`src/sv/kfp_pkg.sv`:
```
// Shared types and constants of the keyframe track player.
// Used by every module of the block; depends on nothing else.
`timescale 1ns / 1ps

package kfp_pkg;

    // Field widths fixed by the interface.
    localparam int unsigned TIME_W     = 32;
    localparam int unsigned VAL_W      = 32;
    localparam int unsigned DT_W       = 24;
    localparam int unsigned SPEED_W    = 16;
    localparam int unsigned SPEED_FRAC = 8;
    localparam int unsigned CNT_W      = 5;
    localparam int unsigned FUNC_W     = 3;
    localparam int unsigned KIDX_W     = 4;
    localparam int unsigned ALPHA_W    = 16;
    localparam int unsigned PADDR_W    = 4;
    localparam int unsigned PDATA_W    = 32;

    // Command codes carried by an input transfer.
    localparam logic [FUNC_W-1:0] FUNC_WRITE_KEY = 3'd0;
    localparam logic [FUNC_W-1:0] FUNC_TICK      = 3'd1;
    localparam logic [FUNC_W-1:0] FUNC_PLAY      = 3'd2;
    localparam logic [FUNC_W-1:0] FUNC_PAUSE     = 3'd3;
    localparam logic [FUNC_W-1:0] FUNC_STOP      = 3'd4;

    // Playback states as reported on run_state.
    localparam logic [1:0] RUN_STOPPED = 2'd0;
    localparam logic [1:0] RUN_PLAYING = 2'd1;
    localparam logic [1:0] RUN_PAUSED  = 2'd2;

    // End-of-track behaviors.
    localparam logic [1:0] MODE_LOOP     = 2'd1;
    localparam logic [1:0] MODE_PINGPONG = 2'd2;

    // Register indexes on the configuration port.
    localparam logic [1:0] REG_KEY_COUNT = 2'd0;
    localparam logic [1:0] REG_PLAY_MODE = 2'd1;
    localparam logic [1:0] REG_SPEED     = 2'd2;

    localparam logic [SPEED_W-1:0] SPEED_RESET = 16'd256;
    localparam logic [TIME_W-1:0]  TIME_MAX    = '1;

    typedef struct packed {
        logic [CNT_W-1:0]   key_count;
        logic [1:0]         play_mode;
        logic [SPEED_W-1:0] speed_magnitude;
    } kfp_cfg_t;

    typedef struct packed {
        logic [TIME_W-1:0] key_time;
        logic [VAL_W-1:0]  key_value;
    } kfp_key_t;

endpackage

```
`src/sv/kfp_key_mem.sv`:
```
// Keyframe store: one synchronous memory of time/value pairs.
// One write port and one read port with registered read data; uses kfp_pkg.
`timescale 1ns / 1ps

module kfp_key_mem
    import kfp_pkg::*;
#(
    parameter int unsigned DEPTH = 16,
    localparam int unsigned AW = (DEPTH > 1) ? $clog2(DEPTH) : 1
)
(
    input  logic          clk,
    input  logic          wr_en,
    input  logic [AW-1:0] wr_addr,
    input  kfp_key_t      wr_data,
    input  logic [AW-1:0] rd_addr,
    output kfp_key_t      rd_data
);

    kfp_key_t key_mem [DEPTH];
    kfp_key_t rd_data_reg;

    // Write first in program order; a read of the entry being written returns old data.
    always_ff @(posedge clk)
    begin
        if (wr_en)
        begin
            key_mem[wr_addr] <= wr_data;
        end
        rd_data_reg <= key_mem[rd_addr];
    end

    assign rd_data = rd_data_reg;

endmodule

```
`config.mk`:
```
export PLATFORM = sky130hd
export DESIGN_NAME = kfp_key_mem
export DESIGN_NICKNAME = d
export VERILOG_FILES = /design/src/sv/kfp_pkg.sv /design/src/sv/kfp_key_mem.sv
export SDC_FILE = /design/constraint.sdc
export NUM_CORES = 1
export LEC_CHECK = 0
export ABC_AREA = 1
export BUFFER_PORTS_ARGS = -buffer_cell sky130_fd_sc_hd__buf_2
export CORE_MARGIN = 3
export CORE_UTILIZATION = 39
export DETAILED_ROUTE_END_ITERATION = 10
export PLACE_DENSITY_LB_ADDON = 0.25
export SYNTH_ARGS = -nofsm -noshare
export SYNTH_HDL_FRONTEND = slang
export SYNTH_SLANG_ARGS = --single-unit
```
`constraint.sdc`:
```
create_clock -name clk -period 10.1 [get_ports clk]
set_input_delay 2.02 -clock clk [delete_from_list [all_inputs] [get_ports clk]]
set_output_delay 2.02 -clock clk [all_outputs]
set_load 0.01 [all_outputs]
```
==> After elaboration in Yosys (flattened, before gate mapping) <==
Memory sizes are Yosys's and may differ from the RTL's. A register that Yosys moved wholly into a read port is not among the register bits.
Cells that the tools add are included.
{ "word_totals": {"regBits": 0, "mem_bits_rw": 1024, "in_bits": 74, "output_inout_bits": 64, "word_cells": 3, "memories": 1} }
{ "memory_table": {"columns": ["memory", "words", "width", "read_ports", "rd_clocked_by_memory_dff", "write_ports", "line", "text"], "rows": [
  ["key_mem", 16, 64, 1, 1, 1, "kfp_key_mem.sv:20", "kfp_key_t key_mem [DEPTH];"]
]} }
{ "classes": {"n_mux": 2} }
{ "ops": {"columns": ["operator", "count"], "rows": [
  ["$mux W1", 2]
]} }

==> Depth between registers and ports, before layout <==
{ "depth": {"ltp_word": 2, "depth_mapped": 10, "depth_no_buf": 7} }

==> Worst setup path after synthesis <==
Ideal clock, no wire load.
{ "synth_timing": {"path_kind": "in2reg", "start": "in wr_addr[2]", "end": "mem key_mem[10][0] (netlist name) (enable)", "setup_time_ps": 486, "t_arrival_ps": 4912, "t_required_ps": 9614, "slack_ps": 4701, "stages": 2, "n_path_buf": 0, "cell_sequence": "nand3b_1 -> nor2_1"} }
{ "synth_lines": {"columns": ["element", "line", "text"], "rows": [
  ["from (decl)", "kfp_key_mem.sv:14", "input logic [AW-1:0] wr_addr,"],
  ["to (decl)", "kfp_key_mem.sv:20", null]
]} }
Straight into the memory's write port.

==> flow_metrics.env <==
export IMPL_status="complete, but fails checks"
export IMPL_violations="max-slew violations"
export IMPL_slew_headroom=-0.0585
export IMPL_die_y_um=347
export IMPL_layout_common_cells="1,349 x nand2_1, 1,024 x edfxtp_1, 770 x inv_1"
export IMPL_cts_tree="built"
export IMPL_largest_reg_flops=1024
export IMPL_total_power_mw=9.91
export IMPL_netlist_area_leader_share=0.679
export IMPL_worst_ir_drop_vdd_mv=0.153
export IMPL_required_ns=10.70
export IMPL_synth_area_leader_cell="edfxtp_1"
export IMPL_root_buffer="clkbuf_16"
export IMPL_p_per_area_nw_per_um2=195
export IMPL_ys_seq_elements=1088
export IMPL_syn_inst=4210
export IMPL_drv_cap=0
export IMPL_timing_hold_violations_final=0
export IMPL_dpl_hpwl_mm=52.7
export IMPL_hold_end="rd_data[28]"
export IMPL_grt_setup_unrepaired="no"
export IMPL_cts_hold_buffers=0
export IMPL_rows=124
export IMPL_fin_hold_ws_ns=0.642
export IMPL_port_buffers=137
export IMPL_ys_seq_area_frac=0.707
export IMPL_fin_util=0.443
export IMPL_cp_end_kind="flop"
export IMPL_clk_path_buf_depth=3
export IMPL_yosysWarnings=0
export IMPL_crit_type="in2reg"
export IMPL_routabilityCongestion=0.728
export IMPL_netlist_area_sq_um=45300
export IMPL_rr_startpoint="key_mem[6][55]"
export IMPL_clock_sinks=1088
export IMPL_vias=28700
export IMPL_hold_path_class="reg2reg"
export IMPL_ios=138
export IMPL_die_area_sq_um=120000
export IMPL_worstHoldStart="key_mem[11][28]"
export IMPL_r2r_slack_ns=8.93
export IMPL_cts_setup_buffers=0
export IMPL_cp_max_fo=325
export IMPL_fin_skew_ns=0.0275
export IMPL_grt_usage=0.187
export IMPL_grt_first_pass_wirelength_mm=171
export IMPL_crit_slowest_cell="buf_4"
export IMPL_core_sq_um=115000
export IMPL_firstDrtPassIters=5
export IMPL_worstMarginPinSlew_ns=1.59
export IMPL_arrival_ns=5.17
export IMPL_leakage_nw=21.5
export IMPL_dp_cells=5690
export IMPL_yosysUniqueCellTypes=15
export IMPL_start_util=0.394
export IMPL_grt_overflow_total=0
export IMPL_timing_final_crit_share=0.452
export IMPL_drc=0
export IMPL_fin_cells=5917
export IMPL_first_global_vias=27400
export IMPL_num_fill_cells=10700
export IMPL_grt_max_degree=326
export IMPL_tns_ns=0
export IMPL_critPathLaunchType="input pin"
export IMPL_synth_area_leaders="edfxtp_1 68%, nand2_1 11%, nand3_1 8.5%, inv_1 6.4%, dfxtp_1 2.8%"
export IMPL_min_path_cells=6
export IMPL_cp_cell_sequence="buf_8 > clkinv_16 > buf_4 > nand2_1 > nand2_1 > nand2_1 > nand3_1 > nand3_1 > nand2_1"
export IMPL_viasPerCell=4.85
export IMPL_fin_nets=4369
export IMPL_rr_endpoint="rd_data[55]"
export IMPL_worst_path_largest_cell_delay_ns=0.87
export IMPL_grt_antenna_before_repair=16
export IMPL_drt_iter0_drc=2576
export IMPL_htreeDepth=3
export IMPL_syn_nets=4284
export IMPL_avgSynthCellArea_sq_um=10.8
export IMPL_path_common_cell="nand2_1"
export IMPL_setup_viol=0
export IMPL_wl_per_cell_um=19.2
export IMPL_clkTransAtPathRegs_ns=0.06
export IMPL_cts_resized=0
export IMPL_ant_nets=0
export IMPL_r2r_cells=6
export IMPL_cts_buffers=115
export IMPL_max_freq_mhz=219
export IMPL_final_common_cell="nand2_1"
export IMPL_areaGrowthSynthToFinish_pct=12.3
export IMPL_slew_violations=150
export IMPL_layout_drive_gt1_share=0.0837
export IMPL_period_needed_ns=4.57
export IMPL_routed_wirelength_mm=114
export IMPL_clock_latency_ns=0.72
export IMPL_die_w_um=347
-- where the power goes --
group / internal (mW) / switching (mW)
clock network: 2.49 / 1.77
logic: 0.153 / 0.416
registers: 5.05 / 0.0341
total: 7.69 / 2.22
-- routing by layer --
| metal | up-vias | track usage | wire [um] |
|---|---|---|---|
| met5 | - | 0 | 34 |
| met3 | 167 | 0.0344 | 7620 |
| met4 | 6 | 0.0467 | 2150 |
| met2 | 804 | 0.295 | 51400 |
| met1 | 13900 | 0.268 | 52400 |
| li1 | 13800 | - | - |
-- kinds of logic after synthesis --
family	synth area share
flops	0.707
buf+inv	0.0942
simple gates	0.199
-- through the flow --
step / cell area (sq um) / setup slack, ns
after global placement: 47000 / 5.13
after CTS: 50800 / 5.82
final: 50900 / 5.53
after detailed placement: 47000 / 5.09
after floorplan: 45300 / 4.70
after global routing: 50800 / 5.52
-- cell type report --
type                            instances  area (sq um)  area share
Antenna cell                            8          20.0    0.000394
Clock inverter                         58           642      0.0126
Tap cell                             1512          1890      0.0372
Inverter                              774          2950      0.0579
Multi-Input combinational cell       2137          9110       0.179
Sequential cell                      1088         32000       0.630
Clock buffer                          161          3190      0.0628
Timing Repair Buffer                  179          1030      0.0202
-- how the worst max path moves through the flow --
stage | cells after the start | endpoint | startpoint | slack, ns
after floorplan | 2 | key_mem[10][0] | wr_addr[2] | 4.70
after global placement | 8 | rd_data[56] | rd_addr[0] | 5.13
after detailed placement | 8 | rd_data[57] | rd_addr[0] | 5.09
after CTS | 8 | rd_data[57] | rd_addr[0] | 5.82
after global routing | 9 | rd_data[25] | rd_addr[0] | 5.52
final | 9 | rd_data[1] | rd_addr[0] | 5.53
-- synth_stat cells --
master	instances
inv_1	771
buf_8	1
buf_1	11
nand3_1	769
dfxtp_1	64
edfxtp_1	1024
buf_6	46
clkbuf_1	21
buf_2	116
nor2_1	17
nand3b_1	2
inv_6	1
inv_2	2
nand2_1	1349
buf_4	16
-- critical path: cells and delay by family --
family	cells	cell delay [ns]
buf+inv	3	1.73
simple gates	6	0.63
No activity file was read; power rests on OpenSTA's default activity.
