File: src/sv/kfp_pkg.sv
// Shared types and constants of the keyframe track player.
// Used by every module of the block; depends on nothing else.
`timescale 1ns / 1ps

package kfp_pkg;

    // Field widths fixed by the interface.
    localparam int unsigned TIME_W     = 32;
    localparam int unsigned VAL_W      = 32;
    localparam int unsigned DT_W       = 24;
    localparam int unsigned SPEED_W    = 16;
    localparam int unsigned SPEED_FRAC = 8;
    localparam int unsigned CNT_W      = 5;
    localparam int unsigned FUNC_W     = 3;
    localparam int unsigned KIDX_W     = 4;
    localparam int unsigned ALPHA_W    = 16;
    localparam int unsigned PADDR_W    = 4;
    localparam int unsigned PDATA_W    = 32;

    // Command codes carried by an input transfer.
    localparam logic [FUNC_W-1:0] FUNC_WRITE_KEY = 3'd0;
    localparam logic [FUNC_W-1:0] FUNC_TICK      = 3'd1;
    localparam logic [FUNC_W-1:0] FUNC_PLAY      = 3'd2;
    localparam logic [FUNC_W-1:0] FUNC_PAUSE     = 3'd3;
    localparam logic [FUNC_W-1:0] FUNC_STOP      = 3'd4;

    // Playback states as reported on run_state.
    localparam logic [1:0] RUN_STOPPED = 2'd0;
    localparam logic [1:0] RUN_PLAYING = 2'd1;
    localparam logic [1:0] RUN_PAUSED  = 2'd2;

    // End-of-track behaviors.
    localparam logic [1:0] MODE_LOOP     = 2'd1;
    localparam logic [1:0] MODE_PINGPONG = 2'd2;

    // Register indexes on the configuration port.
    localparam logic [1:0] REG_KEY_COUNT = 2'd0;
    localparam logic [1:0] REG_PLAY_MODE = 2'd1;
    localparam logic [1:0] REG_SPEED     = 2'd2;

    localparam logic [SPEED_W-1:0] SPEED_RESET = 16'd256;
    localparam logic [TIME_W-1:0]  TIME_MAX    = '1;

    typedef struct packed {
        logic [CNT_W-1:0]   key_count;
        logic [1:0]         play_mode;
        logic [SPEED_W-1:0] speed_magnitude;
    } kfp_cfg_t;

    typedef struct packed {
        logic [TIME_W-1:0] key_time;
        logic [VAL_W-1:0]  key_value;
    } kfp_key_t;

endpackage

File: src/sv/kfp_apb_regs.sv
// Configuration registers of the keyframe track player behind an APB-style port.
// Holds key count, play mode and speed; uses kfp_pkg.
`timescale 1ns / 1ps

module kfp_apb_regs
    import kfp_pkg::*;
(
    input  logic               clk,
    input  logic               rst_n,
    input  logic               psel,
    input  logic               penable,
    input  logic               pwrite,
    input  logic [PADDR_W-1:0] paddr,
    input  logic [PDATA_W-1:0] pwdata,
    output logic [PDATA_W-1:0] prdata,
    output logic               pready,
    output kfp_cfg_t           cfg
);

    kfp_cfg_t   cfg_reg, cfg_next;
    logic [1:0] reg_sel;
    logic       wr_xfer;

    assign reg_sel = paddr[PADDR_W-1:2];
    assign wr_xfer = psel & penable & pwrite;

    // Register update on the access phase of a write transfer.
    always_comb
    begin
        cfg_next = cfg_reg;
        if (wr_xfer)
        begin
            case (reg_sel)
                REG_KEY_COUNT: cfg_next.key_count       = pwdata[CNT_W-1:0];
                REG_PLAY_MODE: cfg_next.play_mode       = pwdata[1:0];
                REG_SPEED:     cfg_next.speed_magnitude = pwdata[SPEED_W-1:0];
                default:       cfg_next = cfg_reg;
            endcase
        end
    end

    // Read data, zero extended; unmapped addresses read as zero.
    always_comb
    begin
        prdata = '0;
        case (reg_sel)
            REG_KEY_COUNT: prdata[CNT_W-1:0]   = cfg_reg.key_count;
            REG_PLAY_MODE: prdata[1:0]         = cfg_reg.play_mode;
            REG_SPEED:     prdata[SPEED_W-1:0] = cfg_reg.speed_magnitude;
            default:       prdata = '0;
        endcase
    end

    always_ff @(posedge clk or negedge rst_n)
    begin
        if (!rst_n)
        begin
            cfg_reg.key_count       <= '0;
            cfg_reg.play_mode       <= '0;
            cfg_reg.speed_magnitude <= SPEED_RESET;
        end
        else
        begin
            cfg_reg <= cfg_next;
        end
    end

    assign pready = 1'b1;
    assign cfg    = cfg_reg;

endmodule

File: config.mk
export PLATFORM = sky130hd
export DESIGN_NAME = kfp_apb_regs
export DESIGN_NICKNAME = d
export VERILOG_FILES = /design/src/sv/kfp_pkg.sv /design/src/sv/kfp_apb_regs.sv
export SDC_FILE = /design/constraint.sdc
export NUM_CORES = 1
export LEC_CHECK = 0
export BUFFER_PORTS_ARGS = -buffer_cell sky130_fd_sc_hd__clkbuf_2
export CORE_ASPECT_RATIO = 1.4
export CORE_MARGIN = 3
export CORE_UTILIZATION = 24
export CTS_CLUSTER_SIZE = 40
export DETAILED_ROUTE_END_ITERATION = 10
export HOLD_SLACK_MARGIN = 0.08
export MAX_ROUTING_LAYER = met4
export SLEW_MARGIN = 25
export SYNTH_ARGS = -nofsm -noshare
export SYNTH_HDL_FRONTEND = slang
export SYNTH_SLANG_ARGS = --single-unit
File: constraint.sdc
create_clock -name clk -period 2.63 [get_ports clk]
set_input_delay 0.526 -clock clk [delete_from_list [all_inputs] [get_ports clk]]
set_output_delay 0.526 -clock clk [all_outputs]
set_load 0.01 [all_outputs]
* After elaboration in Yosys (flattened, before gate mapping) *
Cells that the tools add are included.

storage, ports and cells
  flip-flop bits (word level) = 23
  input bits = 41
  output and inout port bits = 56
  word-level logic and storage cells = 14

operators by class
  eq/ne operators = 2
  multiplexer cells = 3
  bitwise gates (word level) = 2
  reductions and logical operators = 4

operators with widths
  operator                                                         number
  11-bit two-way mux                                               1
  2-bit case mux with 3 select lines                               1
  3-bit case mux with 2 select lines                               1
  2-bit AND reduction                                              3
  1-bit bitwise AND                                                2
  2-bit by 1-bit == test with 1-bit output, second input constant  1
  2-bit == test, second input constant                             1
  2-bit logical NOT                                                1

* Logic depth before layout (Yosys ltp) *
Gate-level depths: netlist (run 1).

  word-level depth = 3
  depth in mapped cells = 4

* Worst setup path before layout (run 1) *
No wires, ideal clock.

  kind = input -> output
  start point = input port paddr[2]
  end point = output port prdata[10]
  arrival = 1.186 ns
  path slack = 0.918 ns
  stages = 4
  path buffers = 2
  cell sequence = buf_4 > nor2b_1 > clkbuf_1 > and2_1

between the ends
  cells in the longest elaborated chain, start to end = 2

ends and longest elaborated chain
  item                line                text
  from (decl)         kfp_apb_regs.sv:13  input logic [PADDR_W-1:0] paddr,
  2-bit == test       kfp_apb_regs.sv:46  case (reg_sel)
  11-bit two-way mux  kfp_apb_regs.sv:46
  to (decl)           kfp_apb_regs.sv:15  output logic [PDATA_W-1:0] prdata,

Every way passes these cells.

* Worst setup path in the final report (run 1) *
  start point = input port paddr[3]
  end point = output port prdata[6]

The elaborated chain is that of the path after synthesis.

==> impl_results.md, run 1 <==
- Seq/Total Area, Yosys: 46.0%
- Share of cells above drive strength 1: 59.1%
- Remaining global-route overflow: 0
- DP Wirelength: 2160 µm
- Tot Pwr: 1060 µW
- Worst slew margin: 60.4%
- Clock skew: 0 ns
- Fin Hold WS: 0.249 ns
- Register area: 577 µm²
- H-tree depth: 1
- Cell variety after synth: 19
- Worst VDD drop: 0.000217 V
- Routed WL: 2810 µm
- Final Wtd Congestion: 0.631
- Post-Route Setup TNS: 0 ns
- Final ANT Viol Nets: 0
- Overall Global Routing Usage: 9.75%
- Initial antenna violation count: 0
- DRT iter0 DRCs: 11
- Post-CTS Hold Fix Bufs: 0
- Max-cap viol count: 0
- Max FFs per register: 23
- Total core area: 4950 µm²
- Setup bufs post-CTS: 0
- Die Area: 6140 µm²
- Crit Path Category: input port to primary output
- Height of the die: 91.5 µm
- Io pins: 97
- Status: finished clean
- Via density per instance: 3.96
- Yosys warning total: 0
- Post-synth EDFFs: 0
- Clock buffer depth: 2
- Area Overhead vs Synth: 26.9%
- Initial core utilization: 25.3%
- Syn Area/Cell: 12.8 µm²
- Root buf cell: clkbuf_8
- Largest net degree at the start of global routing: 24
- Period utilisation layout: 74.0%
- CTS resizes: 0
- Yosys top cell area share: 43.9%
- Total CTS buffers: 3
- Count of input and output buffers: 61
- R2R cell count: 1
- Final Cell Area: 1590 µm²
- #FFs+latches synth: 23
- Worst slew pin tran: 0.594 ns
- Asr flop ratio synth: 100%
- Fin. Hold Viols: 0
- Die Span X: 67.1 µm
- First drt pass iteration count: 4
- Dpl cells: 219
- Worst setup EP type: primary output
- Vias in the first global route: 865
- Area contributors post-synth: dfrtp_1 44%, mux2_4 12%, mux2_2 12%
- CTS tree: yes
- Min Tclk post-route: 1.95 ns
- Multi-input combinational cell area: 568 µm²
- Synth Flop Type: dfrtp_1
- Startpoint Class: input port
- WP data arrival: 1.42 ns
- Slew Limit Fails: 0
- Finished Layout Cells: 223
- Clock transition at the registers of the reported paths: 0.08 ns
- Clk_lat worst skew: 0.26 ns
- Cell taking the most area after synthesis: dfrtp_1
- Placement Cell Area: 1550 µm²
- Hold crit path type: input port to async pin
- Unrepaired setup endpoints after global routing: false
- # fillers: 547
- First-pass GRT wire length: 4390 µm
- Synth Instances: 98
- Leak: 0.000843 µW
- Final setup viols: 0
- Maximum net fanout on the critical path: 11
- Drt wl/cell: 12.6 µm
- Mapped Area: 1250 µm²
- Antenna fix cells: 0
- # DRC: 0
- Crit path required time: 2.10 ns
- Pwr Density: 668 nW/µm²
- Maximum clock frequency: 514 MHz
- Fin nets: 201
- Clock Sinks: 23
- Site Rows: 30
- Vias: 883
==> through the flow <==
stage | utilization, % | setup slack, ns
global route | 32.1 | 0.600
floorplan | - | 0.918
detailed placement | 31.2 | 0.667
global placement | 31.2 | 0.662
finish | 32.1 | 0.683
CTS | 32.1 | 0.655
==> metal layers <==
layer	share of wire [%]	vias to the layer above	track usage [%]
met2	50	55	15.3
met3	10	2	2.60
met1	39	413	12.3
met4	0.57	0	2.54
li1	-	413	-
met5	0	-	-
==> worst max-delay path, stage by stage <==
cell      delay (ns)
clkbuf_2        0.25
nor2b_1         0.18
buf_4           0.18
and2_1          0.15
clkbuf_2        0.13
==> cells in the mapped netlist (2+ instances only) <==
| library cell | count |
|---|---|
| and2_1 | 11 |
| conb_1 | 2 |
| nor2_1 | 3 |
| mux2i_1 | 5 |
| nand2_1 | 2 |
| mux2_4 | 10 |
| nor2b_1 | 2 |
| dfrtp_1 | 22 |
| buf_4 | 18 |
| mux2_2 | 13 |
| o21ai_0 | 2 |
==> cell type report <==
| type | count | share of cell area, % |
|---|---|---|
| Sequential cell | 23 | 36.2 |
| Multi-Input combinational cell | 69 | 35.7 |
| Timing Repair Buffer | 63 | 20.1 |
| Tap cell | 64 | 5.03 |
| Clock buffer | 3 | 2.59 |
| Clock inverter | 1 | 0.314 |
==> path summary, 6_finish.rpt <==
kind                               startpoint                  end  slack (ns)
min                                     rst_n  cfg[16]$_DFFE_PN0P_        0.25
max in group asynchronous               rst_n   cfg[4]$_DFFE_PN0P_        2.00
max                                  paddr[3]            prdata[6]        0.68
min in group clk                    pwdata[5]   cfg[5]$_DFFE_PN0P_        0.48
max reg2reg                cfg[1]$_DFFE_PN0P_   cfg[1]$_DFFE_PN0P_        1.85
min reg2reg                cfg[9]$_DFFE_PN0P_   cfg[9]$_DFFE_PN0P_        0.53
==> power breakdown <==
group          total [µW]  internal [µW]  leakage [µW]  switching, µW
Sequential            499            439      0.000280           60.3
Combinational         341            182      0.000537            159
Clock                 223            106     0.0000255            117
==> kinds of logic (layout without fill, tap and decap cells) <==
| group | after synthesis | count (layout) | synth area share (%) |
|---|---|---|---|
| compound gates | 2 | 2 | 0.798 |
| buf+inv | 21 | 67 | 13.2 |
| flops | 23 | 23 | 46.0 |
| mux | 28 | 28 | 27.6 |
| other cells | 2 | 17 | 0.599 |
| simple gates | 22 | 22 | 11.8 |
==> cells in the final DEF, fill, tap and decap left out <==
| cell | synthesis | routed |
|---|---|---|
| and2_1 | 11 | 11 |
| buf_4 | 18 | 2 |
| clkbuf_2 | 0 | 61 |
| clkbuf_8 | 0 | 3 |
| clkinv_2 | 0 | 1 |
| conb_1 | 2 | 17 |
| dfrtp_1 | 22 | 22 |
| dfstp_2 | 1 | 1 |
| mux2_2 | 13 | 13 |
| mux2_4 | 10 | 10 |
| mux2i_1 | 5 | 5 |
| nand2_1 | 2 | 2 |
| nand3_2 | 1 | 1 |
| nor2_1 | 3 | 3 |
| nor2b_1 | 2 | 2 |
| nor3_2 | 1 | 1 |
| nor3b_4 | 1 | 1 |
| o21ai_0 | 2 | 2 |
| or3b_1 | 1 | 1 |
Note: power is estimated with default switching activity, not from simulation.
==> run 2, diff against run 1 <==
==> constraint.sdc (replaced) <==
create_clock -name clk -period 2 [get_ports clk]
set_input_delay 0.4 -clock clk [delete_from_list [all_inputs] [get_ports clk]]
set_output_delay 0.4 -clock clk [all_outputs]
set_load 0.01 [all_outputs]
==> impl_results.md, run 2 (synthesis results as in run 1) <==
- Clock Sinks: 23 (unchanged)
- Min Tclk post-route: 1.61 ns
- Height of the die: 91.5 µm (unchanged)
- Routed WL: 2820 µm (+0.36%)
- H-tree depth: 1 (unchanged)
- Vias: 895 (+1.4%)
- First-pass GRT wire length: 4480 µm (+2.1%)
- Finished Layout Cells: 227 (+1.8%)
- Share of cells above drive strength 1: 59.3% (+0.14 points)
- Unrepaired setup endpoints after global routing: false
- Die Span X: 67.1 µm (unchanged)
- Die Area: 6140 µm² (unchanged)
- Site Rows: 30 (unchanged)
- Worst slew margin: 60.3% (-0.12 points)
- Crit path required time: 1.60 ns (-0.50 ns)
- Most common cell after layout, fill and taps aside: clkbuf_2
- Most frequent cells in the layout: 61 x clkbuf_2, 22 x dfrtp_1, 17 x conb_1
- Root buf cell: clkbuf_8
- Maximum net fanout on the critical path: 11 (unchanged)
- Final ANT Viol Nets: 0 (unchanged)
- Clock skew: 0 ns (unchanged)
- Total core area: 4950 µm² (unchanged)
- Final Wtd Congestion: 0.634 (+0.40%)
- Clock transition at the registers of the reported paths: 0.08 ns (about the same)
- DP Wirelength: 2200 µm (+2.2%)
- Area Overhead vs Synth: 28.8%
- Worst setup EP type: primary output
- Io pins: 97 (unchanged)
- Initial core utilization: 25.3% (unchanged)
- Status: finished clean
- Post-CTS Hold Fix Bufs: 0 (unchanged)
- Fin nets: 204 (+1.5%)
- Max-cap viol count: 0 (unchanged)
- Final setup viols: 0 (unchanged)
- First drt pass iteration count: 2 (-2)
- Count of input and output buffers: 61 (unchanged)
- Leak: 0.000856 µW (+1.5%)
- Via density per instance: 3.94 (-0.43%)
- Final core occ: 32.6% (+0.48 points)
- Overall Global Routing Usage: 9.73% (-0.018 points)
- Crit Path Category: input port to primary output
- Dpl cells: 222 (+1.4%)
- Pwr Density: 867 nW/µm² (+30%)
- Worst VDD drop: 0.000325 V (+50%)
- Post-Route Setup TNS: 0 ns (unchanged)
- WP data arrival: 1.21 ns (-0.21 ns)
- Remaining global-route overflow: 0 (unchanged)
- Fin. Hold Viols: 0 (unchanged)
- DRT iter0 DRCs: 18 (+7)
- CTS resizes: 0 (unchanged)
- Startpoint Class: input port
- Clk_lat worst skew: 0.26 ns (about the same)
- Largest net degree at the start of global routing: 24 (unchanged)
- Worst slew pin tran: 0.595 ns (+0.00174 ns)
- Slew Limit Fails: 0 (unchanged)
- R2R cell count: 1 (unchanged)
- Tot Pwr: 1400 µW (+32%)
- Total CTS buffers: 3 (unchanged)
- Clock buffer depth: 2 (unchanged)
- Hold crit path type: input port to async pin
- Vias in the first global route: 881 (+1.8%)
- Max FFs per register: 23 (unchanged)
- # DRC: 0 (unchanged)
- Initial antenna violation count: 1 (+1)
- Period utilisation layout: 80.6%
- Setup bufs post-CTS: 0 (unchanged)
- Drt wl/cell: 12.4 µm (-1.4%)
- Maximum clock frequency: 620 MHz
- CTS tree: yes
## run 2: changes by cell type in the layout (fill, tap and decap cells not counted), sizes merged
cell,change
buf,+3
clkbuf,+1
clkinv,-1
diode,+1
## run 2: final timing paths
kind	startpoint	to	slack [ns]
max reg2reg	cfg[4]$_DFFE_PN0P_	cfg[4]$_DFFE_PN0P_	1.22
min reg2reg	cfg[12]$_DFFE_PN0P_	cfg[12]$_DFFE_PN0P_	0.53
min	rst_n	cfg[17]$_DFFE_PN0P_	0.12
min in group clk	pwdata[5]	cfg[5]$_DFFE_PN0P_	0.36
max in group asynchronous	rst_n	cfg[4]$_DFFE_PN0P_	1.49
max	paddr[2]	prdata[13]	0.39
## run 2: power by group
group | internal (µW) | switching [µW]
Sequential | 577 | 80.4
Clock | 142 | 150
Combinational | 241 | 210
## run 2: routing by layer
layer / routed length (µm) / track usage (%) / share of wire [%] / vias up
met5: 0 / - / 0 / -
met4: 16 / 2.54 / 0.57 / 0
met3: 309 / 2.85 / 11 / 2
met2: 1360 / 15.4 / 48 / 53
met1: 1130 / 12.0 / 40 / 417
li1: - / - / - / 423
## run 2: cell type report
type                    instances  area, µm²
flip-flops and latches         23        577
multi-input cells              69        568
fillers                       538       3340
diodes                          1       2.50
repair buffers                 66        343
well taps                      64       80.1
clock buffers                   4       45.0
## run 2: worst max-delay path, cell delays in order
cell and delay (ns):
clkbuf_2 0.19, nor2b_1 0.15, buf_4 0.19, and2_1 0.15, clkbuf_2 0.13
## run 2: stage by stage
| step | setup WS, ns | hold WS (ns) | area (µm²) |
|---|---|---|---|
| 3_5_place_dp | 0.380 | 0.440 | 1570 |
| 5_1_grt | 0.281 | 0.159 | 1620 |
| 3_3_place_gp | 0.378 | 0.440 | 1570 |
| 4_1_cts | 0.369 | 0.142 | 1610 |
| 6_report | 0.387 | 0.124 | 1620 |
| 2_1_floorplan | 0.504 | 0.104 | 1310 |
