[config.mk]
export PLATFORM = sky130hd
export DESIGN_NAME = kfp_alpha_div
export DESIGN_NICKNAME = d
export VERILOG_FILES = /design/src/sv/kfp_pkg.sv /design/src/sv/kfp_alpha_div.sv
export SDC_FILE = /design/constraint.sdc
export NUM_CORES = 1
export LEC_CHECK = 0
export BUFFER_PORTS_ARGS = -buffer_cell sky130_fd_sc_hd__buf_2
export CAP_MARGIN = 5
export CORE_ASPECT_RATIO = 0.6
export CORE_MARGIN = 8
export CORE_UTILIZATION = 42
export CTS_CLUSTER_DIAMETER = 120
export DETAILED_ROUTE_END_ITERATION = 6
export GPL_TIMING_DRIVEN = 1
export HOLD_SLACK_MARGIN = 0.1
export PLACE_DENSITY = 0.6
export SLEW_MARGIN = 30
export SYNTH_ARGS = -nofsm -noshare
export SYNTH_HDL_FRONTEND = slang
export SYNTH_SLANG_ARGS = --single-unit
[constraint.sdc]
create_clock -name clk -period 7.3 [get_ports clk]
set_clock_uncertainty 0.1 [all_clocks]
set_input_delay 1.095 -clock clk [delete_from_list [all_inputs] [get_ports clk]]
set_output_delay 1.095 -clock clk [all_outputs]
set_load 0.03 [all_outputs]
[src/sv/kfp_pkg.sv]
// Shared types and constants of the keyframe track player.
// Used by every module of the block; depends on nothing else.
`timescale 1ns / 1ps

package kfp_pkg;

    // Field widths fixed by the interface.
    localparam int unsigned TIME_W     = 32;
    localparam int unsigned VAL_W      = 32;
    localparam int unsigned DT_W       = 24;
    localparam int unsigned SPEED_W    = 16;
    localparam int unsigned SPEED_FRAC = 8;
    localparam int unsigned CNT_W      = 5;
    localparam int unsigned FUNC_W     = 3;
    localparam int unsigned KIDX_W     = 4;
    localparam int unsigned ALPHA_W    = 16;
    localparam int unsigned PADDR_W    = 4;
    localparam int unsigned PDATA_W    = 32;

    // Command codes carried by an input transfer.
    localparam logic [FUNC_W-1:0] FUNC_WRITE_KEY = 3'd0;
    localparam logic [FUNC_W-1:0] FUNC_TICK      = 3'd1;
    localparam logic [FUNC_W-1:0] FUNC_PLAY      = 3'd2;
    localparam logic [FUNC_W-1:0] FUNC_PAUSE     = 3'd3;
    localparam logic [FUNC_W-1:0] FUNC_STOP      = 3'd4;

    // Playback states as reported on run_state.
    localparam logic [1:0] RUN_STOPPED = 2'd0;
    localparam logic [1:0] RUN_PLAYING = 2'd1;
    localparam logic [1:0] RUN_PAUSED  = 2'd2;

    // End-of-track behaviors.
    localparam logic [1:0] MODE_LOOP     = 2'd1;
    localparam logic [1:0] MODE_PINGPONG = 2'd2;

    // Register indexes on the configuration port.
    localparam logic [1:0] REG_KEY_COUNT = 2'd0;
    localparam logic [1:0] REG_PLAY_MODE = 2'd1;
    localparam logic [1:0] REG_SPEED     = 2'd2;

    localparam logic [SPEED_W-1:0] SPEED_RESET = 16'd256;
    localparam logic [TIME_W-1:0]  TIME_MAX    = '1;

    typedef struct packed {
        logic [CNT_W-1:0]   key_count;
        logic [1:0]         play_mode;
        logic [SPEED_W-1:0] speed_magnitude;
    } kfp_cfg_t;

    typedef struct packed {
        logic [TIME_W-1:0] key_time;
        logic [VAL_W-1:0]  key_value;
    } kfp_key_t;

endpackage

[src/sv/kfp_alpha_div.sv]
// Serial divider for the interpolation weight: floor(num * 2^16 / span), capped.
// One quotient bit per cycle; done pulses together with the last bit reaching alpha; uses kfp_pkg.
`timescale 1ns / 1ps

module kfp_alpha_div
    import kfp_pkg::*;
(
    input  logic               clk,
    input  logic               rst_n,
    input  logic               start,
    input  logic [TIME_W-1:0]  num,
    input  logic [TIME_W-1:0]  span,
    output logic               done,
    output logic [ALPHA_W-1:0] alpha
);

    localparam int unsigned CW = $clog2(ALPHA_W + 1);

    logic               busy_reg, busy_next;
    logic               done_reg, done_next;
    logic [CW-1:0]      cnt_reg, cnt_next;
    logic [TIME_W-1:0]  rem_reg, rem_next;
    logic [TIME_W-1:0]  span_reg, span_next;
    logic [ALPHA_W-1:0] quo_reg, quo_next;
    logic [TIME_W:0]    rem_shift;
    logic [TIME_W:0]    rem_diff;

    // Trial subtraction; the top bit of the difference flags a negative result.
    assign rem_shift = {rem_reg, 1'b0};
    assign rem_diff  = rem_shift - {1'b0, span_reg};

    always_comb
    begin
        busy_next = busy_reg;
        done_next = 1'b0;
        cnt_next  = cnt_reg;
        rem_next  = rem_reg;
        span_next = span_reg;
        quo_next  = quo_reg;
        if (start)
        begin
            span_next = span;
            // A numerator that reaches the span would give a weight of one; cap it.
            if (num >= span)
            begin
                quo_next  = '1;
                done_next = 1'b1;
                busy_next = 1'b0;
            end
            else
            begin
                rem_next  = num;
                quo_next  = '0;
                cnt_next  = CW'(ALPHA_W);
                busy_next = 1'b1;
            end
        end
        else if (busy_reg)
        begin
            if (!rem_diff[TIME_W])
            begin
                rem_next = rem_diff[TIME_W-1:0];
                quo_next = {quo_reg[ALPHA_W-2:0], 1'b1};
            end
            else
            begin
                rem_next = rem_shift[TIME_W-1:0];
                quo_next = {quo_reg[ALPHA_W-2:0], 1'b0};
            end
            cnt_next = cnt_reg - 1'b1;
            if (cnt_reg == CW'(1))
            begin
                busy_next = 1'b0;
                done_next = 1'b1;
            end
        end
    end

    always_ff @(posedge clk or negedge rst_n)
    begin
        if (!rst_n)
        begin
            busy_reg <= 1'b0;
            done_reg <= 1'b0;
            cnt_reg  <= '0;
            rem_reg  <= '0;
            span_reg <= '0;
            quo_reg  <= '0;
        end
        else
        begin
            busy_reg <= busy_next;
            done_reg <= done_next;
            cnt_reg  <= cnt_next;
            rem_reg  <= rem_next;
            span_reg <= span_next;
            quo_reg  <= quo_next;
        end
    end

    assign done  = done_reg;
    assign alpha = quo_reg;

endmodule

# --- Word-level counts from Yosys, hierarchy flattened ---
# Cells that the tools add are included.
op_classes:
  n_eq_ne: 2
  n_addsub: 2
  n_lt_le_gt_ge: 1
  mux: 19
  n_reduce_logical: 2
op_table:
  columns: ["cell", "count"]
  rows:
  - ["$mux W32", 4]
  - ["$mux W16", 3]
  - ["$sub A33 B32 Y33", 1]
  - ["$ge A32 B32 Y1", 1]
  - ["$mux W5", 3]
  - ["$mux W1", 9]
  - ["$eq A5 B1 Y1 const B", 1]
  - ["$sub A5 B1 Y5 const B", 1]
  - ["$ne A2 B2 Y1 const B", 1]
  - ["$reduce_and A2 Y1", 1]
  - ["$reduce_bool A2 Y1", 1]
word_totals:
  register_bits: 87
  output_inout_bits: 17

# --- Logic depth before layout (Yosys ltp) ---
# Gate-level depths: netlist of the first run.
logic_depth:
  depth_word: 4
  mapped_depth: 13
  depth_no_buf: 11

# --- Least setup slack after synthesis of the first run ---
# Ideal clock, no wire load.
synth_path:
  kind: "input port to flip-flop"
  from: "input span[13]"
  to: "register cnt_reg[1]"
  required_ns: 7.059
  path_slack_ns: 3.716
  path_buffers: 2
  setup_time_ns: 0.141
  arrival_time_ns: 3.344
  stages: 10
  path_cell_list: "inv_1 > ha_1 > a21o_1 > a21o_1 > a221oi_1 > o211ai_1 > a211oi_2 > clkbuf_1 > buf_1 > o22ai_1"
synth_via:
  elab_chain_len: 3
synth_rtl:
  columns: ["element", "line", "text"]
  rows:
  - ["start, declared", "kfp_alpha_div.sv:12", "input logic [TIME_W-1:0] span,"]
  - ["$ge A32 B32 Y1", "kfp_alpha_div.sv:44", "if (num >= span)"]
  - ["$ne A2 B2 Y1 (no line)", null, null]
  - ["$reduce_and A2 Y1 (no line)", null, null]
  - ["end signal, assigned", "kfp_alpha_div.sv:94", "cnt_reg <= cnt_next;"]
  - ["end, declared", "kfp_alpha_div.sv:21", "logic [CW-1:0] cnt_reg, cnt_next;"]
# Every way passes these cells.
# A chain may end at the register's enable or synchronous reset.

# --- Final worst setup path of the first run ---
layout_path:
  from: "input span[30]"
  to: "register rem_reg[15]"
layout_via:
  elab_chain_len: 3
layout_rtl:
  columns: ["element", "line", "text"]
  rows:
  - ["$ge A32 B32 Y1", "kfp_alpha_div.sv:44", null]
  - ["$ne A2 B2 Y1 (no line)", null, null]
  - ["$reduce_and A2 Y1 (no line)", null, null]
  - ["end signal, assigned", "kfp_alpha_div.sv:95", "rem_reg <= rem_next;"]
  - ["end, declared", "kfp_alpha_div.sv:22", "logic [TIME_W-1:0] rem_reg, rem_next;"]
# Every way passes these cells.

==> run metrics, run 1 <==
status completed; antenna violations before repair 0; vias in the first global route 5812; Post-synth EDFFs 0; clock sinks between 80 and 90; Yosys cell types 66; Hold Crit Class flop to flop; Sum Neg Setup Slack 0 ps; crit end category flop; syn avg cell area slightly below 9 um2; hold bufs inserted after CTS 0; remaining antenna violation count 0; most frequent cells in the layout 87 x dfrtp_1, 85 x nand2_1, 82 x buf_2; fin util approximately half; CP Launch Type input pin; Post-synth top flop dfrtp_1; H-Tree Depth 3; Cell Area, Placed approximately 7000 um2; CP Class input pin to flop; Reg area 2180 um2; GP Congestion 0.938; Die W roughly 180 um; vias 5858; commonest non-fill, non-tap cell in the layout dfrtp_1; clk_lat worst skew roughly 350 ps; design area roughly 7400 um2; cell taking the most area after synthesis dfrtp_1; Synth Area in Compound Gates roughly 24%; worst path cell trace buf_2, inv_1, ha_1, nand4_1, nor4_1, nor3b_1, a211oi_4, nor2_1, buf_4, nand2_1, a21oi_1; setup bufs post-CTS 0; top post-synthesis cells by area dfrtp_1 34%, ha_1 13%, mux2i_1 5.9%; maximum clock frequency between 200 and 300 MHz; simple-gate portion of the synthesized area between 10% and 20%; Crit Path Max Fanout 14; Arr. time, crit path about 4000 ps; Initial Util approximately 43%; final period utilization 53.4%; cell count after synthesis 745; grt total ovfl 0; Design Power between 2000 and 3000 uW; port bufs slightly above 80; share of cells above drive strength 1 15.1%; Ys Warns 0; DRC viols 0; DP HPWL 13900 um; cell total after placement approximately 1000; slew at the pin closest to its max-slew limit between 900 and 1000 ps; Num CTS Buffers 9; CTS tree done; fillers between 1000 and 1500; Multi-input gate area between 3000 and 4000 um2; Ports 84; Leak around 0.0036 uW; first-pass GRT wire length 30300 um; Period minus WS final ~4000 ps; Vias/cell 5.72; Detail Route met3 WL around 1100 um; die height 112 um; met2 routed WL 7730 um; final setup fails 0; drt wl/cell 17.8 um; share of the yosys chip area belonging to registers 33.6%; Synth Cell Area 6470 um2; post-CTS resize count 0; # nets final 949; CP max stage cell nor2_1; WL met1 just over 9000 um; max-cap viol count 0; core area 15200 um2; WL final 18300 um; GRT Total Usage a little under a fifth; Cell Count, Final, Fillers Out between 1000 and 1500; XOR/XNOR share of the synthesized area under 10%; fin. max-slew vios 0; clk slew on worst S/H paths around 70 ps; Async SR Flop Fraction between 90% and 100%; Synthesized Nets 878; FP Rows 35; area delta synth->final 14.2%; diodes inserted 0; Slew headroom a little under two fifths; die area 19800 um2; post-synthesis mux area share a little over 6%; VDD IR max between 0.2 and 0.25 mV; Initial DRC Count about 380; largest stage delay on the critical path a little over 600 ps; Worst EP required between 7000 and 8000 ps; #FFs+latches synth 87; area share of the largest cell type after synthesis between 30% and 40%; Hold Crit Depth 2; largest net degree at the start of global routing 82; top layer in use met4; clock buffer depth 2; main combinational cell family by area after synthesis compound AO/OA/AOI/OAI gates; clock root cell clkbuf_16; R2R cell count 11; drt pass-1 iters 5; final hold vios 0; RSZ-0062 raised after global routing false; P per Cell Area ~400 nW/um2; post-synthesis adder-cell area fraction approximately an eighth
==> metrics by stage <==
stage,worst slack (ps),hold WS [ps]
floorplan,3720,374
global placement,3210,399
detailed placement,3030,403
CTS,3380,418
global route,3140,439
finish,3400,419
==> worst max-delay path, delay by kind of cell <==
kind	cells	cell delay [ps]
AO/OA/AOI/OAI	2	270
AND/OR/NAND/NOR	5	1910
adder cells (fa/ha/maj)	1	290
buffers and inverters	3	520
==> synth_stat cells (all sizes together), types with 4 or more instances <==
library cell  number
xor2              10
or3                4
a211oi             8
o31ai              6
a31oi              8
a21oi             71
nor2b              4
nor3              16
buf                8
nor2              23
o21a               9
inv               79
xnor2             24
dfrtp             87
clkbuf            24
o211ai             4
nand3              9
a32oi              4
o21bai             8
mux2i             38
nand4              8
a22oi             17
ha                65
o21ai             70
a21o              12
a2111oi            6
nand2             85
a221oi             4
and3               6
==> path summary, 6_finish.rpt <==
| check | slack, ps | startpoint | endpoint |
|---|---|---|---|
| setup / recovery | 3400 | span[30] | rem_reg[15] |
| hold / removal | 420 | rem_reg[23] | rem_reg[23] |
| setup reg to reg | 3450 | rem_reg[0] | rem_reg[14] |
| hold reg to reg | 420 | rem_reg[23] | rem_reg[23] |
| max in group asynchronous | 5450 | rst_n | rem_reg[30] |
| min in group asynchronous | 630 | rst_n | rem_reg[12] |
==> where the power goes <==
group	internal (uW)	switching, uW	total (uW)
combinational	740	1020	1760
sequential	615	134	749
clock	242	226	468
total	1600	1380	2970
==> metal layers <==
| layer | vias to the layer above | global-route usage, % |
|---|---|---|
| met2 | 173 | 27.7 |
| met5 | - | 0 |
| met1 | 2870 | 27.7 |
| met3 | 22 | 3.18 |
| li1 | 2793 | - |
| met4 | 0 | 4.67 |
==> kinds of logic (layout without fill, tap and decap cells) <==
group / count (synthesis) / count (layout)
AOI/OAI and AO/OA: 242 / 242
adders and majority gates: 66 / 66
buffers and inverters: 111 / 187
muxes: 39 / 39
DFF: 87 / 87
and+or+nand+nor: 166 / 166
xor gates and xnor gates: 34 / 34
==> area by class of cell <==
| class | count | area share, % |
|---|---|---|
| clock inverter | 7 | 0.982 |
| inverter | 79 | 4.01 |
| clock buffer | 9 | 3.05 |
| multi-input combinational | 547 | 52.5 |
| timing repair buffer | 92 | 6.57 |
| sequential | 87 | 29.5 |
| tap | 203 | 3.44 |
Power figures use the tool's default switching activity.
==> run 2: changes to the inputs <==
Clock period 7.3 ns to 3.9 ns, I/O delays scaled along.
==> run 2 against run 1 <==
- wire length rose by 3.2%
- sequential share of layout area fell by 0.60 points
- clock-buffer cell count rose by 1
- critical path depth rose by 1
- clock power rose by 120%
- die area did not move
- global-route usage rose by 0.39 points
- sequential cell count did not move
- sequential power rose by 84%
- combinational power rose by 97%
- cell count rose by 0.98%
==> run metrics, run 2 (synthesis results as in run 1) <==
P per Cell Area 776 nW/um2 (+93%); Hold Crit Class input pin to async pin; area delta synth->final 16.6%; port bufs 83 (unchanged); die height 112 um (unchanged); Die W 176 um (unchanged); CP Class flop to flop; Multi-input gate area 3880 um2 (about the same); H-Tree Depth 3 (unchanged); Vias/cell 5.58 (-2.5%); fillers 1459 (-0.068%); hold_ws 143 ps (-275 ps); Period minus WS final about 3600 ps; commonest non-fill, non-tap cell in the layout dfrtp_1; clock root cell clkbuf_16; max-cap viol count 0 (unchanged); status completed; crit end category flop; clock sinks 87 (unchanged); DRC viols 0 (unchanged); Reg area 2180 um2 (unchanged); core area 15200 um2 (unchanged); CTS tree done; WL final 18900 um (+3.2%); final hold vios 0 (unchanged); share of cells above drive strength 1 16.1% (+1.0 points); remaining antenna violation count 0 (unchanged); Leak 0.00364 uW (+2.4%); FP Rows 35 (unchanged); die area 19800 um2 (unchanged); # nets final 959 (+1.1%); Slew headroom 47.0% (+8.6 points); vias 5770 (-1.5%); diodes inserted 0 (unchanged); Initial DRC Count 409 (+8.2%); RSZ-0062 raised after global routing false; Worst EP required 4030 ps (-3440 ps); GRT Total Usage 19.2% (+0.39 points); grt total ovfl 0 (unchanged); clock buffer depth 2 (unchanged); fin. max-slew vios 0 (unchanged); clk slew on worst S/H paths 70 ps (about the same); slew at the pin closest to its max-slew limit 791 ps (-134 ps); Sum Neg Setup Slack 0 ps (unchanged); final setup fails 0 (unchanged); final period utilization slightly above 90%; Ports 84 (unchanged); CP Launch Type flop; largest net degree at the start of global routing 76 (-7.3%); Initial Util 42.6% (unchanged); antenna violations before repair 0 (unchanged); flop-to-flop setup slack 310 ps (-3140 ps); GP Congestion 0.893 (-4.9%); VDD IR max 0.451 mV (+120%); DP HPWL 14400 um (+3.6%); Arr. time, crit path 3720 ps (-350 ps); vias in the first global route 5659 (-2.6%); first-pass GRT wire length 30800 um (+1.8%); Num CTS Buffers 9 (unchanged); most frequent cells in the layout 87 x dfrtp_1, 85 x nand2_1, 82 x buf_2; drt wl/cell 18.2 um (+2.2%); Crit Path Max Fanout 16 (+2); drt pass-1 iters 6 (+1); maximum clock frequency approximately 280 MHz; clk_lat worst skew 350 ps (about the same); hold bufs inserted after CTS 0 (unchanged)
[run 2: worst paths after layout]
| path | start | endpoint | cells past startpoint |
|---|---|---|---|
| max | rem_reg[0] | rem_reg[12] | 12 |
| min | rst_n | span_reg[14] | 1 |
| max reg2reg | rem_reg[0] | rem_reg[12] | 12 |
| max in group asynchronous | rst_n | alpha[11] | 2 |
| min in group clk | span[8] | span_reg[8] | 3 |
| min reg2reg | rem_reg[27] | rem_reg[27] | 2 |
[run 2: area by class of cell]
cell class | count | share of cell area (%)
multi-input cells | 547 | 51.4
flip-flops and latches | 87 | 28.9
repair buffers | 102 | 7.91
inverters | 79 | 3.93
well taps | 203 | 3.37
clock buffers | 10 | 3.17
clock inverters | 6 | 1.33
[run 2: per-stage QoR]
step	area (um2)	cells	setup WS, ps	utilization (%)	power, uW
floorplan	6470	745	826	-	3910
global placement	7170	1017	420	47.2	4660
detailed placement	7180	1017	290	47.2	4710
CTS	7510	1033	278	49.5	5750
global route	7540	1034	9.66	49.6	6300
finish	7540	1034	311	49.6	5850
[run 2: critical path, cell delays in order (launching register included)]
cell	delay [ps]
dfrtp_1	430
fa_1	480
a21o_1	220
a221oi_4	370
o211a_4	240
o21ai_2	90
a31o_4	280
a21oi_4	240
xnor2_4	280
buf_16	220
buf_4	180
mux2i_1	220
o21ai_0	90
[run 2: repair_timing]
action	CTS	global route
endpoints found under the hold margin	0	0
gates resized for setup	0	1
endpoints found under the setup margin	0	1
setup buffers	0	0
[run 2: power breakdown]
group | total (uW) | leakage [uW] | switching [uW] | internal (uW)
Sequential | 1380 | 0.00104 | 234 | 1150
Clock | 1010 | 0.000167 | 417 | 593
Combinational | 3460 | 0.00243 | 1970 | 1490
[run 2: metal layers]
layer	share of wire (%)	track usage, %	vias up
met5	0	0	-
met3	5.9	3.42	17
met1	51	28.5	2775
li1	-	-	2823
met4	1.3	4.78	0
met2	41	27.8	155
